--- src/sv/adtf_pkg.sv ---
// ----------------------------------------------------------------------------
// adtf_pkg
// Shared constants for the ASCII decimal to fixed-point converter: character
// codes, the width of the fraction accumulator and its digit weight table.
// ----------------------------------------------------------------------------
package adtf_pkg;

  localparam int unsigned AccFracBits = 24;
  localparam int unsigned CharBits    = 8;

  localparam logic [CharBits-1:0] ChEnd   = 8'd0;
  localparam logic [CharBits-1:0] ChZero  = 8'd48;
  localparam logic [CharBits-1:0] ChNine  = 8'd57;
  localparam logic [CharBits-1:0] ChPoint = 8'd46;
  localparam logic [CharBits-1:0] ChMinus = 8'd45;

  typedef logic [AccFracBits-1:0] frac_acc_t;
  typedef logic [2:0]             frac_pos_t;

  // floor(2^24 / 10^k) for fraction digit k = 1..7; the last slot is unused
  localparam frac_acc_t FracWeight [8] = '{
    24'd1677721, 24'd167772, 24'd16777, 24'd1677,
    24'd167,     24'd16,     24'd1,     24'd0
  };

endpackage

--- src/sv/ascii_decimal_to_fixed.sv ---
// ----------------------------------------------------------------------------
// ascii_decimal_to_fixed
// Converts an ASCII decimal string, one character per word, into a signed
// fixed-point number with FRAC_BITS fraction bits.
// ----------------------------------------------------------------------------
// Input channel: one character per word on char_code_i. A code of zero ends
// the string; only that word produces a result word. A leading minus sets the
// sign, digits before a single point form the integer part (saturating, with
// overflow_o set), up to MAX_FRAC_DIGITS digits after the point form the
// fraction. Any other character marks the string invalid and the rest of the
// string is dropped; the value gathered so far is still reported.
// Throughput: one character per cycle unless the input is stalled. The
// per-character update (a times-ten shift-add on the integer part and a table
// add on the fraction) is combinational and feeds the parse state registers.
// The result for a terminator is registered and appears on the output in the
// cycle after the terminator is accepted.
// Reset clears the parse state and empties the result register. While a
// result waits on a stalled receiver the input is stalled as well.
// ----------------------------------------------------------------------------
module ascii_decimal_to_fixed #(
  parameter int unsigned FRAC_BITS       = 16,
  parameter int unsigned INT_BITS        = 32,
  parameter int unsigned MAX_FRAC_DIGITS = 7
) (
  input  logic                                clk_i,
  input  logic                                rst_ni,
  input  logic                                in_valid_i,
  output logic                                in_stall_o,
  input  logic [adtf_pkg::CharBits-1:0]       char_code_i,
  output logic                                out_valid_o,
  input  logic                                out_stall_i,
  output logic signed [INT_BITS+FRAC_BITS-1:0] value_o,
  output logic                                invalid_o,
  output logic                                overflow_o
);

  localparam int unsigned IntMagBits = INT_BITS - 1;
  localparam int unsigned NextBits   = INT_BITS + 3;
  localparam int unsigned ValueBits  = INT_BITS + FRAC_BITS;
  localparam int unsigned FracDrop   = adtf_pkg::AccFracBits - FRAC_BITS;

  logic                   at_start_q, at_start_d;
  logic                   negative_q, negative_d;
  logic                   seen_point_q, seen_point_d;
  logic                   stopped_q, stopped_d;
  logic                   overflowed_q, overflowed_d;
  logic [IntMagBits-1:0]  int_acc_q, int_acc_d;
  adtf_pkg::frac_acc_t    frac_acc_q, frac_acc_d;
  adtf_pkg::frac_pos_t    frac_pos_q, frac_pos_d;

  logic                   out_valid_q, out_valid_d;
  logic [ValueBits-1:0]   value_q, value_d;
  logic                   invalid_q, overflow_q;

  logic                   in_accept;
  logic                   is_end, is_digit;
  logic [3:0]             digit;
  logic [NextBits-1:0]    int_next;
  logic [ValueBits-1:0]   mag;
  logic [FRAC_BITS-1:0]   frac_part;

  assign in_stall_o = out_valid_q & out_stall_i;
  assign in_accept  = in_valid_i & ~in_stall_o;

  assign is_end   = (char_code_i == adtf_pkg::ChEnd);
  assign is_digit = (char_code_i >= adtf_pkg::ChZero) && (char_code_i <= adtf_pkg::ChNine);
  assign digit    = 4'(char_code_i - adtf_pkg::ChZero);

  assign int_next = (NextBits'(int_acc_q) << 3) + (NextBits'(int_acc_q) << 1)
                  + NextBits'(digit);

  assign frac_part = FRAC_BITS'(frac_acc_q >> FracDrop);
  assign mag       = {1'b0, int_acc_q, frac_part};
  assign value_d   = negative_q ? (ValueBits'(0) - mag) : mag;

  always_comb begin
    at_start_d   = at_start_q;
    negative_d   = negative_q;
    seen_point_d = seen_point_q;
    stopped_d    = stopped_q;
    overflowed_d = overflowed_q;
    int_acc_d    = int_acc_q;
    frac_acc_d   = frac_acc_q;
    frac_pos_d   = frac_pos_q;
    if (in_accept) begin
      priority if (is_end) begin
        at_start_d   = 1'b1;
        negative_d   = 1'b0;
        seen_point_d = 1'b0;
        stopped_d    = 1'b0;
        overflowed_d = 1'b0;
        int_acc_d    = '0;
        frac_acc_d   = '0;
        frac_pos_d   = '0;
      end else if (stopped_q) begin
        at_start_d = at_start_q;
      end else if (at_start_q && (char_code_i == adtf_pkg::ChMinus)) begin
        negative_d = 1'b1;
        at_start_d = 1'b0;
      end else begin
        at_start_d = 1'b0;
        priority if (is_digit) begin
          if (!seen_point_q) begin
            if (int_next[NextBits-1:IntMagBits] != '0) begin
              int_acc_d    = '1;
              overflowed_d = 1'b1;
            end else begin
              int_acc_d = int_next[IntMagBits-1:0];
            end
          end else if (frac_pos_q < 3'(MAX_FRAC_DIGITS)) begin
            frac_acc_d = frac_acc_q
                       + adtf_pkg::AccFracBits'(digit * adtf_pkg::FracWeight[frac_pos_q]);
            frac_pos_d = frac_pos_q + 3'd1;
          end
        end else if ((char_code_i == adtf_pkg::ChPoint) && !seen_point_q) begin
          seen_point_d = 1'b1;
        end else begin
          stopped_d = 1'b1;
        end
      end
    end
  end

  always_comb begin
    if (in_accept && is_end) begin
      out_valid_d = 1'b1;
    end else if (!out_stall_i) begin
      out_valid_d = 1'b0;
    end else begin
      out_valid_d = out_valid_q;
    end
  end

  always_ff @(posedge clk_i or negedge rst_ni) begin
    if (!rst_ni) begin
      at_start_q   <= 1'b1;
      negative_q   <= 1'b0;
      seen_point_q <= 1'b0;
      stopped_q    <= 1'b0;
      overflowed_q <= 1'b0;
      int_acc_q    <= '0;
      frac_acc_q   <= '0;
      frac_pos_q   <= '0;
      out_valid_q  <= 1'b0;
    end else begin
      at_start_q   <= at_start_d;
      negative_q   <= negative_d;
      seen_point_q <= seen_point_d;
      stopped_q    <= stopped_d;
      overflowed_q <= overflowed_d;
      int_acc_q    <= int_acc_d;
      frac_acc_q   <= frac_acc_d;
      frac_pos_q   <= frac_pos_d;
      out_valid_q  <= out_valid_d;
    end
  end

  always_ff @(posedge clk_i) begin
    if (in_accept && is_end) begin
      value_q    <= value_d;
      invalid_q  <= stopped_q;
      overflow_q <= overflowed_q;
    end
  end

  assign out_valid_o = out_valid_q;
  assign value_o     = value_q;
  assign invalid_o   = invalid_q;
  assign overflow_o  = overflow_q;

endmodule
--- config.mk ---
export PLATFORM = sky130hd
export DESIGN_NAME = ascii_decimal_to_fixed
export DESIGN_NICKNAME = d
export VERILOG_FILES = /design/src/sv/adtf_pkg.sv /design/src/sv/ascii_decimal_to_fixed.sv
export SDC_FILE = /design/constraint.sdc
export NUM_CORES = 1
export LEC_CHECK = 0
export BUFFER_PORTS_ARGS = -buffer_cell sky130_fd_sc_hd__clkbuf_2
export CAP_MARGIN = 40
export CORE_UTILIZATION = 45
export CTS_BUF_LIST = sky130_fd_sc_hd__clkbuf_4 sky130_fd_sc_hd__clkbuf_8
export CTS_CLUSTER_DIAMETER = 80
export DETAILED_ROUTE_END_ITERATION = 12
export GPL_ROUTABILITY_DRIVEN = 0
export GPL_TIMING_DRIVEN = 1
export HOLD_SLACK_MARGIN = 0.03
export MAX_ROUTING_LAYER = met4
export PLACE_DENSITY = 0.59
export SLEW_MARGIN = 5
export SYNTH_ARGS = -nofsm -noshare
export SYNTH_HDL_FRONTEND = slang
export SYNTH_SLANG_ARGS = --single-unit
--- constraint.sdc ---
create_clock -name clk_i -period 11.2 [get_ports clk_i]
set_clock_uncertainty 0.15 [all_clocks]
set_input_delay 0.56 -clock clk_i [delete_from_list [all_inputs] [get_ports clk_i]]
set_output_delay 0.56 -clock clk_i [all_outputs]
set_load 0.01 [all_outputs]
Word-level counts from Yosys, hierarchy flattened
Memory sizes are Yosys's and may differ from the RTL's.
Cells that the tools add are included.
{"block": "classes", "addsub": 6, "mux": 44, "order_cmp": 4, "reduce_logical": 19, "n_bitwise": 4, "n_eq_ne": 7, "n_mul": 1}
{"cell": "24-bit 2-to-1 mux", "count": 8}
{"cell": "31-bit 2-to-1 mux", "count": 6}
{"cell": "1-bit by 47-bit subtractor with 48-bit output (first input constant)", "count": 1}
{"cell": "47-bit 2-to-1 mux", "count": 1}
{"cell": "34-bit by 32-bit adder with 35-bit output", "count": 1}
{"cell": "35-bit by 4-bit adder with 35-bit output", "count": 1}
{"cell": "24-bit adder", "count": 1}
{"cell": "4-bit by 24-bit multiplier with 24-bit output", "count": 1}
{"cell": "1-bit 2-to-1 mux", "count": 23}
{"cell": "3-bit 2-to-1 mux", "count": 6}
{"cell": "8-bit by 6-bit equality test with 1-bit output (second input constant)", "count": 2}
{"cell": "6-bit AND reduction", "count": 2}
{"cell": "2-bit nonzero test", "count": 6}
{"cell": "5-bit AND reduction", "count": 2}
{"cell": "8-bit by 6-bit greater-or-equal comparator with 1-bit output (second input constant)", "count": 1}
{"cell": "8-bit by 6-bit <= comparator with 1-bit output (second input constant)", "count": 1}
{"cell": "8-bit logical NOT", "count": 1}
{"cell": "2-bit by 1-bit inequality test with 1-bit output (second input constant)", "count": 3}
{"cell": "4-bit greater-or-equal comparator (second input constant)", "count": 1}
{"cell": "1-bit logical AND", "count": 4}
{"cell": "2-bit inequality test (second input constant)", "count": 2}
{"cell": "3-bit inverter with 4-bit output", "count": 1}
{"cell": "4-bit nonzero test", "count": 1}
{"cell": "4-bit by 1-bit subtractor with 4-bit output (second input constant)", "count": 1}
{"cell": "7 further kinds", "count": 8}
{"block": "word_totals", "inputBits": 12, "regBits": 114, "output_inout_bits": 52, "memories": 1, "romBits": 192, "elab_cells": 99}
{"memory": "(name not given)", "depth": 8, "word_bits": 24, "read_ports": 1, "rd_clocked_by_memory_dff": 0, "write_ports": 0, "line": "ascii_decimal_to_fixed.sv:112", "source": "+ adtf_pkg::AccFracBits'(digit * adtf_pkg::FracWeight[frac_pos_q]);"}

Longest topological paths before layout
{"block": "logic_depth", "word_depth": 12, "mapped_depth": 21, "depth_no_buf": 21}

Worst setup path after synthesis
OpenSTA, ideal clock, no wires.
{"block": "synth_timing", "kind": "input to register", "start": "input port char_code_i[1] (netlist name)", "end": "register frac_acc_q[21]", "setup_ns": 0.135, "required_ns": 10.915, "t_arrival_ns": 5.085, "cell_stages": 18, "path_buffers": 1, "setup_slack_ns": 5.830, "cell_sequence": "clkbuf_1 > nor2b_1 > and2_1 > nor2_1 > fa_1 > fa_1 > fa_1 > inv_1 > ha_1 > nor2b_1 > o31a_1 > o41ai_1 > a31oi_1 > a31o_2 > a221o_1 > a21oi_1 > xor2_1 > o31ai_1"}
{"block": "synth_between", "elab_chain_cells": 9, "word_cells_on_any_way": 21, "classes_between": "add/sub: 2; mul: 1; order compare: 2; eq/ne: 3; mux: 6; reduce/logical: 7"}
{"element": "from (decl)", "line": "ascii_decimal_to_fixed.sv:29", "source": "input logic [adtf_pkg::CharBits-1:0] char_code_i,"}
{"element": "4-bit by 1-bit subtractor with 4-bit output", "line": "ascii_decimal_to_fixed.sv:67", "source": "assign digit = 4'(char_code_i - adtf_pkg::ChZero);"}
{"element": "4-bit by 24-bit multiplier with 24-bit output", "line": "ascii_decimal_to_fixed.sv:112"}
{"element": "24-bit adder", "line": "ascii_decimal_to_fixed.sv:112"}
{"element": "24-bit 2-to-1 mux", "line": "ascii_decimal_to_fixed.sv:110", "source": "end else if (frac_pos_q < 3'(MAX_FRAC_DIGITS)) begin"}
{"element": "24-bit 2-to-1 mux", "line": "ascii_decimal_to_fixed.sv:103", "source": "if (!seen_point_q) begin"}
{"element": "24-bit 2-to-1 mux", "line": "ascii_decimal_to_fixed.sv:102", "source": "priority if (is_digit) begin"}
{"element": "24-bit 2-to-1 mux", "line": "ascii_decimal_to_fixed.sv:97", "source": "end else if (at_start_q && (char_code_i == adtf_pkg::ChMinus)) begin"}
{"element": "24-bit 2-to-1 mux", "line": "ascii_decimal_to_fixed.sv:95", "source": "end else if (stopped_q) begin"}
{"element": "24-bit 2-to-1 mux", "line": "ascii_decimal_to_fixed.sv:86", "source": "priority if (is_end) begin"}
{"element": "to (signal assigned)", "line": "ascii_decimal_to_fixed.sv:152", "source": "frac_acc_q <= frac_acc_d;"}
{"element": "to (decl)", "line": "ascii_decimal_to_fixed.sv:48", "source": "adtf_pkg::frac_acc_t frac_acc_q, frac_acc_d;"}
Several ways; a longest one is shown, not always the timed one. The select of a mux whose other input is x is not followed.
A chain may end at the register's enable or synchronous reset.

Worst setup path after layout
{"block": "layout_timing", "start": "register frac_pos_q[1]", "end": "register frac_acc_q[21]"}
{"block": "layout_between", "elab_chain_cells": 12, "word_cells_on_any_way": 15, "classes_between": "add/sub: 1; mul: 1; order compare: 1; mux: 8; bitwise: 1; reduce/logical: 2; memory: 1"}
{"element": "from (decl)", "line": "ascii_decimal_to_fixed.sv:49", "source": "adtf_pkg::frac_pos_t frac_pos_q, frac_pos_d;"}
{"element": "from (signal assigned)", "line": "ascii_decimal_to_fixed.sv:153", "source": "frac_pos_q <= frac_pos_d;"}
{"element": "3-bit inverter with 4-bit output (not written as such)", "line": "ascii_decimal_to_fixed.sv:112"}
{"element": "memory 8 x 24 bit"}
{"element": "24-bit 2-to-1 mux (not written as such) (2 in series)", "line": "ascii_decimal_to_fixed.sv:112"}
{"element": "4-bit by 24-bit multiplier with 24-bit output", "line": "ascii_decimal_to_fixed.sv:112"}
{"element": "24-bit adder", "line": "ascii_decimal_to_fixed.sv:112"}
{"element": "24-bit 2-to-1 mux", "line": "ascii_decimal_to_fixed.sv:110"}
{"element": "24-bit 2-to-1 mux", "line": "ascii_decimal_to_fixed.sv:103"}
{"element": "24-bit 2-to-1 mux", "line": "ascii_decimal_to_fixed.sv:102"}
{"element": "24-bit 2-to-1 mux", "line": "ascii_decimal_to_fixed.sv:97"}
{"element": "24-bit 2-to-1 mux", "line": "ascii_decimal_to_fixed.sv:95"}
{"element": "24-bit 2-to-1 mux", "line": "ascii_decimal_to_fixed.sv:86"}
Several ways; a longest one is shown, not always the timed one. The select of a mux whose other input is x is not followed.

==> impl_metrics.py <==
metrics = {
    "timing": {
        "worst-slew-pin-transition_ns": 0.835,
        "max_freq_mhz": 163,
        "period_share_pct": 54.6,
        "hold_viol": 0,
        "finalMaxSlewViolations": 0,
        "period_needed_ns": 6.12,
        "rsz0062_at_grt": "no",
        "final.setup.tns_ns": 0,
        "fin_hold_ws_ns": 0.215,
        "finalSetupViolCount": 0,
        "maxSlewHeadroom_pct": 44.4,
    },
    "synth": {
        "syn_inst": 1071,
        "syn-cell-area_sq_um": 10100,
        "synth.yosys.seq_area_share_pct": 30.7,
        "yosys_warnings": 0,
        "ys.flop_type": "dfrtp_1",
        "syn_nets": 1242,
        "synth.distinct_cells": 61,
        "synthArstFlopShare_pct": 56.1,
        "syn_avg_cell_area_sq_um": 9.43,
        "synth_top_family_by_area": "adder cells",
        "synth.ff_latch_count": 114,
        "synthXorXnorAreaFrac_pct": 7.98,
        "synthMuxAreaShare_pct": 0.310,
        "synth_compound_area_share_pct": 18.1,
        "synthSimpleGateAreaFrac_pct": 13.5,
        "synth_edf_count": 50,
        "synthAdderAreaFrac_pct": 23.6,
    },
    "power_and_ir_drop": {
        "seqPwrFrac_pct": 37.1,
        "power_density_nw_per_um2": 117,
        "leakage_nw": 5.16,
        "power_switching_mw": 0.485,
        "p_sw_share_pct": 37.4,
        "p_total_mw": 1.30,
        "p_int_mw": 0.811,
        "irDropWorstVdd_uv": 66.2,
        "power_frac_comb_pct": 33.9,
        "pwr-share-clk_pct": 29.0,
    },
    "floorplanning": {
        "rows": 54,
        "die_x_um": 152,
        "die_h_um": 152,
        "io_pins": 64,
        "core_sq_um": 21900,
        "initial_core_util_pct": 46.1,
        "die-area_sq_um": 23000,
    },
    "route": {
        "drc": 0,
        "num_vias": 8016,
        "wl_per_cell_um": 17.7,
        "ant_nets": 0,
        "drt_iter0_drc": 525,
        "viasPerCell": 5.64,
        "drt-total-wl_mm": 25.2,
        "first_pass_iters": 5,
    },
    "critical_path": {
        "reg2reg_from": "frac_pos_q[1]$_DFFE_PN0P_",
        "path_cells": "inv_1 -> ha_1 -> nor3_1 -> a21oi_1 -> nand2_1 -> fa_1 -> fa_1 -> fa_1 -> inv_1 -> ha_1 -> nor2b_1 -> o31a_1 -> o41ai_1 -> a31oi_1 -> a31o_2 -> a221o_1 -> a21oi_1 -> xor2_1 -> o31ai_1",
        "worstPathMaxFanout": 9,
        "cp_slowest_cell": "o41ai_1",
        "end_kind": "register",
        "critPathMostFrequentCell": "fa_1",
        "crit_type": "reg -> reg",
        "crit_arrival_ns": 6.26,
        "start_kind": "register",
        "critPathRequiredTime_ns": 11.34,
        "startpoint": "frac_pos_q[1]$_DFFE_PN0P_",
        "worst_path_largest_cell_delay_ns": 0.56,
    },
    "cts": {
        "cts_root_buffer": "clkbuf_8",
        "cts.path.max_buffers": 2,
        "htree_levels": 4,
        "cts_buffers": 17,
        "postCtsSetupBuffers": 0,
        "clk_latency_ns": 0.45,
        "clkTransAtPathRegs_ns": 0.08,
        "cts_num_sinks": 114,
        "post_cts_resized": 0,
        "cts_tree": "done",
    },
    "hold_path": {
        "hold_path_class": "in -> reg",
        "hold_start": "out_stall_i",
    },
    "global_route": {
        "met1_usage_pct": 34.4,
        "grt.met2_usage_pct": 36.2,
        "grt_usage_pct": 24.1,
        "met3_usage_pct": 3.77,
        "antenna_found_initial": 0,
        "overflow": 0,
        "busiest_layer": "met2",
        "grt_pass1_vias": 7851,
        "grt_pass1_wl_mm": 41.2,
        "grt_start_max_net_pins": 50,
    },
    "cells_and_area": {
        "area_delta_synth_final_pct": 10.0,
        "final_common_cell": "inv_1",
        "antenna_cells": 0,
        "drive_gt1_share_pct": 10.6,
        "mostFrequentLayoutCells": "inv_1 (118), ha_1 (106), nand2_1 (98)",
        "fillers": 2094,
        "layout.nets": 1299,
    },
    "placed_design": {
        "portBuffers": 63,
        "hpwl_mm": 19.0,
    },
    "outcome": {
        "status": "finished, final reports clean",
    },
    "flow_run": {
        "drv_cap": 0,
    },
}
timing repair:
item,4_1_cts,5_1_grt
endpoints found under the hold margin,15,0
endpoints found under the setup margin,0,0
hold buffers,1,0
layout make-up:
class / count / area, sq um / area share [%]
Timing Repair Buffer: 73 / 420 / 3.78
Tap cell: 280 / 350 / 3.15
Sequential cell: 114 / 3100 / 27.9
Inverter: 119 / 447 / 4.02
Multi-Input combinational cell: 803 / 6420 / 57.8
Clock inverter: 13 / 113 / 1.01
Clock buffer: 19 / 255 / 2.30
sequential cells by signal (all words and copies together) (netlist names):
signal / flops
seen_point_q: 1
value_o: 48
negative_q: 1
out_valid_o: 1
overflow_o: 1
invalid_o: 1
at_start_q: 1
frac_pos_q: 3
int_acc_q: 31
frac_acc_q: 24
overflowed_q: 1
stopped_q: 1
through the flow:
step	cells	setup slack, ns	util [%]	area [sq um]
finish	1421	5.08	50.7	11100
global route	1421	4.75	50.7	11100
CTS	1421	5.19	50.7	11100
detailed placement	1388	5.15	49.0	10700
global placement	1385	5.26	48.8	10700
floorplan	1071	5.83	-	10100
kinds of logic (layout without fill, tap and decap cells):
kind of cell	Yosys count	in the layout
compound gates	276	276
xor+xnor	92	92
fa+ha+maj	159	159
buf+inv	154	224
flops	114	114
mux	3	3
simple gates	273	273
power by group through the flow:
stage	sequential, mW	combinational, mW	clock [mW]
after detailed placement	0.489	0.435	0
after global routing	0.484	0.498	0.403
after global placement	0.489	0.429	0
after floorplan	0.479	0.328	0
final	0.481	0.439	0.376
after CTS	0.481	0.438	0.384
final timing paths:
kind	to	slack, ns	cells past startpoint
worst max-delay path	frac_acc_q[21]$_DFFE_PN0P_	5.08	19
worst min-delay path	out_valid_o$_DFFE_PN0P_	0.22	3
worst max register to register	frac_acc_q[21]$_DFFE_PN0P_	5.08	19
worst min register to register	frac_acc_q[5]$_DFFE_PN0P_	0.33	1
max in group asynchronous	at_start_q$_DFFE_PN1P_	9.84	4
min in group asynchronous	frac_acc_q[7]$_DFFE_PN0P_	0.45	3
synth_stat cells (15+ instances only):
cell / count / area [sq um]
inv_1: 118 / 443
a21o_1: 23 / 173
a21oi_1: 53 / 265
xnor2_1: 72 / 631
xor2_1: 20 / 175
o21ai_0: 71 / 355
fa_1: 53 / 1060
clkbuf_1: 33 / 124
edfxtp_1: 50 / 1500
a311oi_1: 15 / 131
nand2_1: 98 / 368
o31ai_1: 27 / 203
dfrtp_1: 63 / 1580
and2_1: 30 / 188
ha_1: 106 / 1330
nor2_1: 51 / 191
worst max-delay path: cells and delay by family (launching register included):
family / cells / cell delay, ns
AOI/OAI and AO/OA: 8 / 2.32
xor gates and xnor gates: 1 / 0.16
DFF: 1 / 0.44
buffers and inverters: 2 / 0.29
and+or+nand+nor: 3 / 0.37
adders and majority gates: 5 / 2.21
metal layers:
layer  routed length (um)  vias to the layer above  part of all wire [%]
met5                    0                        -                     0
met4                  295                        0                   1.2
met3                 1140                       26                   4.5
met2                11100                      210                    44
met1                12600                     3870                    50
li1                     -                     3910                     -
Power figures use the tool's default switching activity.
